**src/hdl/tle_ram.sv**
```systemverilog
// Generic simple dual-port RAM with registered read.
`default_nettype none
module tle_ram #(
	parameter int WIDTH = 8,
	parameter int DEPTH = 64
) (
	input  wire logic                     clk,
	input  wire logic                     we,
	input  wire logic [$clog2(DEPTH)-1:0] waddr,
	input  wire logic [WIDTH-1:0]         wdata,
	input  wire logic [$clog2(DEPTH)-1:0] raddr,
	output logic      [WIDTH-1:0]         rdata
);
	logic [WIDTH-1:0] mem_q [DEPTH];

	always_ff @(posedge clk) begin
		if (we) begin
			mem_q[waddr] <= wdata;
		end
		rdata <= mem_q[raddr];
	end
endmodule
`default_nettype wire

```
**config.mk**
```make
export PLATFORM = sky130hd
export DESIGN_NAME = tle_ram
export DESIGN_NICKNAME = d
export VERILOG_FILES = /design/src/hdl/tle_ram.sv
export SDC_FILE = /design/constraint.sdc
export NUM_CORES = 1
export LEC_CHECK = 0
export BUFFER_PORTS_ARGS = -buffer_cell sky130_fd_sc_hd__clkbuf_2
export CAP_MARGIN = 40
export CORE_ASPECT_RATIO = 1.1
export CORE_MARGIN = 3
export CORE_UTILIZATION = 55
export DETAILED_ROUTE_END_ITERATION = 10
export MAX_ROUTING_LAYER = met4
export PLACE_DENSITY = 0.76
export SLEW_MARGIN = 10
export SYNTH_ARGS = -nofsm -noshare
export SYNTH_HDL_FRONTEND = slang
export SYNTH_SLANG_ARGS = --single-unit
```
**constraint.sdc**
```tcl
create_clock -name clk -period 2.1 [get_ports clk]
set_input_delay 0 -clock clk [delete_from_list [all_inputs] [get_ports clk]]
set_output_delay 0 -clock clk [all_outputs]
set_load 0.03 [all_outputs]
```
== Word level (Yosys, flattened, before mapping) ==
Memory sizes are Yosys's and may differ from the RTL's. A register that Yosys moved wholly into a read port is not among the register bits.
Cells that the tools add are included.
W data, S select, Z words.

* Muxes and demuxes: 2

{| class="wikitable"
|+ Operators by type and width
! operator !! count
|-
| $mux W1 || 2
|}

* Register bits after elaboration: 0
* Memory bits (writable): 512
* Bits of input ports: 22
* Output and inout bits: 8
* Memories kept: 1

{| class="wikitable"
|+ Memories
! name !! depth !! bits a word !! read ports !! clocked after Yosys merged registers in !! write ports !! RTL line !! text
|-
| mem_q || 64 || 8 || 1 || 1 || 1 || 14 || <nowiki>logic [WIDTH-1:0] mem_q [DEPTH];</nowiki>
|}

== Depth between registers and ports, before layout ==
* Depth in word-level cells: 2
* Depth in mapped cells: 9
* Mapped depth without buffers: 5

== Least setup slack after synthesis ==
Ideal clock, no wire load.

* Kind: reg-to-reg
* From: mem mem_q[29][4]
* To: reg rdata[4] (read register of mem_q)
* Data arrival time: 1560 ps
* Required time: 1968 ps
* Setup slack: 408 ps
* Stages on the path, launching flop included: 6
* Path buffers: 0
* Clock period less this slack: 1692 ps
* Cell sequence: edfxtp_1 > mux4_2 > mux2_2 > o221a_2 > nor3_1 > o32ai_1

{| class="wikitable"
|+ RTL lines
! element !! RTL line !! text
|-
| start, declared || 14 ||
|-
| end, declared || 12 || <nowiki>output logic [WIDTH-1:0] rdata</nowiki>
|}

==> flow_metrics.py <==
metrics = {
    "outcome": {
        "outcome": "finished clean",
    },
    "global_routing": {
        "grt_pass1_wl_um": 68100,
        "grt-ovfl-total": 0,
        "grt_max_degree": 41,
        "grt_pass1_vias": 10504,
        "grt_util_all_layers_pct": 24.7,
        "antenna_found_initial": 5,
    },
    "finish": {
        "nets": 1133,
        "fin_util_pct": 65.9,
        "multi_input_area_um2": 4320,
        "area_growth_pct": 16.5,
        "fill_cells": 2244,
        "regArea_um2": 15500,
        "final_cell_count_no_fill": 1636,
        "drive_gt1_share_pct": 32.9,
    },
    "worst_setup_path": {
        "arrival_ns": 2.44,
        "regToRegSetupSlack_ns": 0.1,
        "endpoint_kind": "register",
        "crit_type": "reg -> reg",
        "cp-start-kind": "register",
        "critPathRequiredTime_ns": 2.53,
        "path_max_fanout": 1,
    },
    "drt": {
        "wl_um": 45500,
        "drc": 0,
        "ant_nets": 0,
        "routedWlPerCell_um": 27.8,
        "drtIter0Drc": 1216,
        "first_pass_iters": 5,
        "viasPerCell": 6.27,
        "via_count": 10263,
    },
    "pwr": {
        "leakagePower_nw": 7.66,
        "ir_drop_mv": 0.653,
        "p_per_area_nw_per_um2": 917,
    },
    "worst_hold_path": {
        "hp-class": "in -> reg",
    },
    "clock_network": {
        "clockRootBuffer": "clkbuf_16",
        "cts_resized": 0,
        "post_cts_buffers": 0,
        "cts_buffers": 50,
        "clkSinkCount": 520,
        "clk_pin_slew_worst_paths_ns": 0.06,
        "clock_latency_ns": 0.56,
        "clockBufferDepth": 3,
        "cts_tree": "yes",
        "cts_hold_buf": 3,
        "htreeDepth": 2,
    },
    "synth": {
        "synth_seq_area_share_pct": 77.0,
        "synth_ff_type": "edfxtp_1",
        "syn-cell-area_um2": 20200,
        "yosysMostFrequentCell": "edfxtp_1",
        "synth_top_area_cell": "edfxtp_1",
        "synth.avg_cell_area_um2": 21.5,
        "synth_cell_types": 40,
        "syn_nets": 962,
        "synth_area_leaders": "edfxtp_1 (76%), mux4_2 (14%), nor2_1 (1.5%)",
        "synth_edf_count": 512,
        "synthArstFlopShare_pct": 0,
        "yosysWarnings": 0,
        "netlist_instances": 940,
        "ys_seq_elements": 520,
        "synth_top_cell_area_share_pct": 76.2,
        "synth_top_cells_by_count": "edfxtp_1 (512), mux4_2 (126), nor2_1 (83)",
    },
    "floorplanning": {
        "die_x_um": 189,
        "die_area_um2": 39000,
        "start_util_pct": 56.5,
        "rows": 72,
        "pin_count": 30,
        "coreArea_um2": 35700,
        "dieHeight_um": 207,
    },
    "sta": {
        "finalSetupViolCount": 0,
        "slew_headroom_pct": 52.9,
        "worst_pin_slew_ns": 0.704,
        "layout_min_cycle_time_ns": 2.00,
        "drv_slew": 0,
        "hold_violations": 0,
        "fin_tns_setup_ns": 0,
        "rsz0062_at_grt": "false",
        "fmax_mhz": 499,
        "fin_crit_sh_pct": 95.4,
        "finClkSkew_ns": 0.0108,
    },
    "placement": {
        "dp_cells": 1535,
        "routabilityCongestion": 0.904,
        "io_buffers": 29,
        "dp.final_hpwl_um": 29000,
    },
    "run": {
        "cap_violations": 0,
    },
}
flip-flops by register name, summed over array words and instances, names as in the netlist:
| register | count |
|---|---|
| rdata | 8 |
| mem_q | 512 |
cell families (layout without fill, tap and decap cells):
logic type / after synthesis / count (layout) / share of synthesized area, %
flops: 520 / 520 / 77.0
mux: 162 / 162 / 15.9
simple gates: 153 / 153 / 3.39
compound gates: 54 / 54 / 2.07
buf+inv: 51 / 261 / 1.57
other cells: 0 / 5 / 0
per-layer routing:
metal / vias to the layer above / track usage [%] / wire length [µm]
met3: 98 / 4.73 / 3970
met4: 0 / 10.2 / 1670
met5: - / - / 0
met2: 568 / 38.6 / 22400
li1: 4283 / - / -
met1: 5314 / 32.7 / 17500
stage by stage:
step / hold WS [ns] / setup WS [ns] / power, mW / area (µm²)
6_report: 0.0353 / 0.0968 / 21.5 / 23500
5_1_grt: 0.0504 / 0.0819 / 22.1 / 23500
4_1_cts: 0.0110 / 0.119 / 21.7 / 23500
3_5_place_dp: 0.489 / -0.0457 / 12.9 / 21800
3_3_place_gp: 0.495 / 0.0323 / 12.9 / 21800
2_1_floorplan: 0.0989 / 0.408 / 12.4 / 20200
worst max-delay path, cell delays in order, from the launching register on:
cell and delay [ns]:
edfxtp_1 0.37, mux4_2 0.49, nor2b_1 0.15, a2111oi_0 0.57
buf_4 0.22, o41ai_1 0.07
power by group:
group | total, mW | internal, mW | switching, mW
Combinational | 1.20 | 0.493 | 0.707
Clock | 8.83 | 5.16 | 3.67
Sequential | 11.5 | 11.5 | 0.0393
worst paths after layout:
| kind | start | endpoint | cells after the start |
|---|---|---|---|
| setup / recovery | mem_q[0][3] | rdata[3] | 5 |
| hold / removal | wdata[5] | mem_q[50][5] | 1 |
| setup reg to reg | mem_q[0][3] | rdata[3] | 5 |
| hold reg to reg | mem_q[27][6] | rdata[6] | 3 |
cell type report:
cell class	instances	area share [%]
repair buffers	170	6.02
flip-flops and latches	520	66.1
diodes	5	0.0533
clock buffers	68	5.97
well taps	481	2.56
multi-input cells	369	18.4
clock inverters	23	0.905
cells in the final DEF, fill, tap and decap left out, types with 10 or more instances in the layout:
| cell type | n |
|---|---|
| nor2b_1 | 14 |
| edfxtp_1 | 512 |
| nand3_1 | 13 |
| nand2_1 | 19 |
| clkbuf_2 | 26 |
| mux4_2 | 126 |
| nor2_1 | 83 |
| mux2_2 | 13 |
| clkbuf_16 | 53 |
| clkbuf_1 | 13 |
| mux2i_1 | 23 |
| clkinv_2 | 10 |
| buf_4 | 124 |
| buf_12 | 15 |
Note: power is estimated with default switching activity, not from simulation.
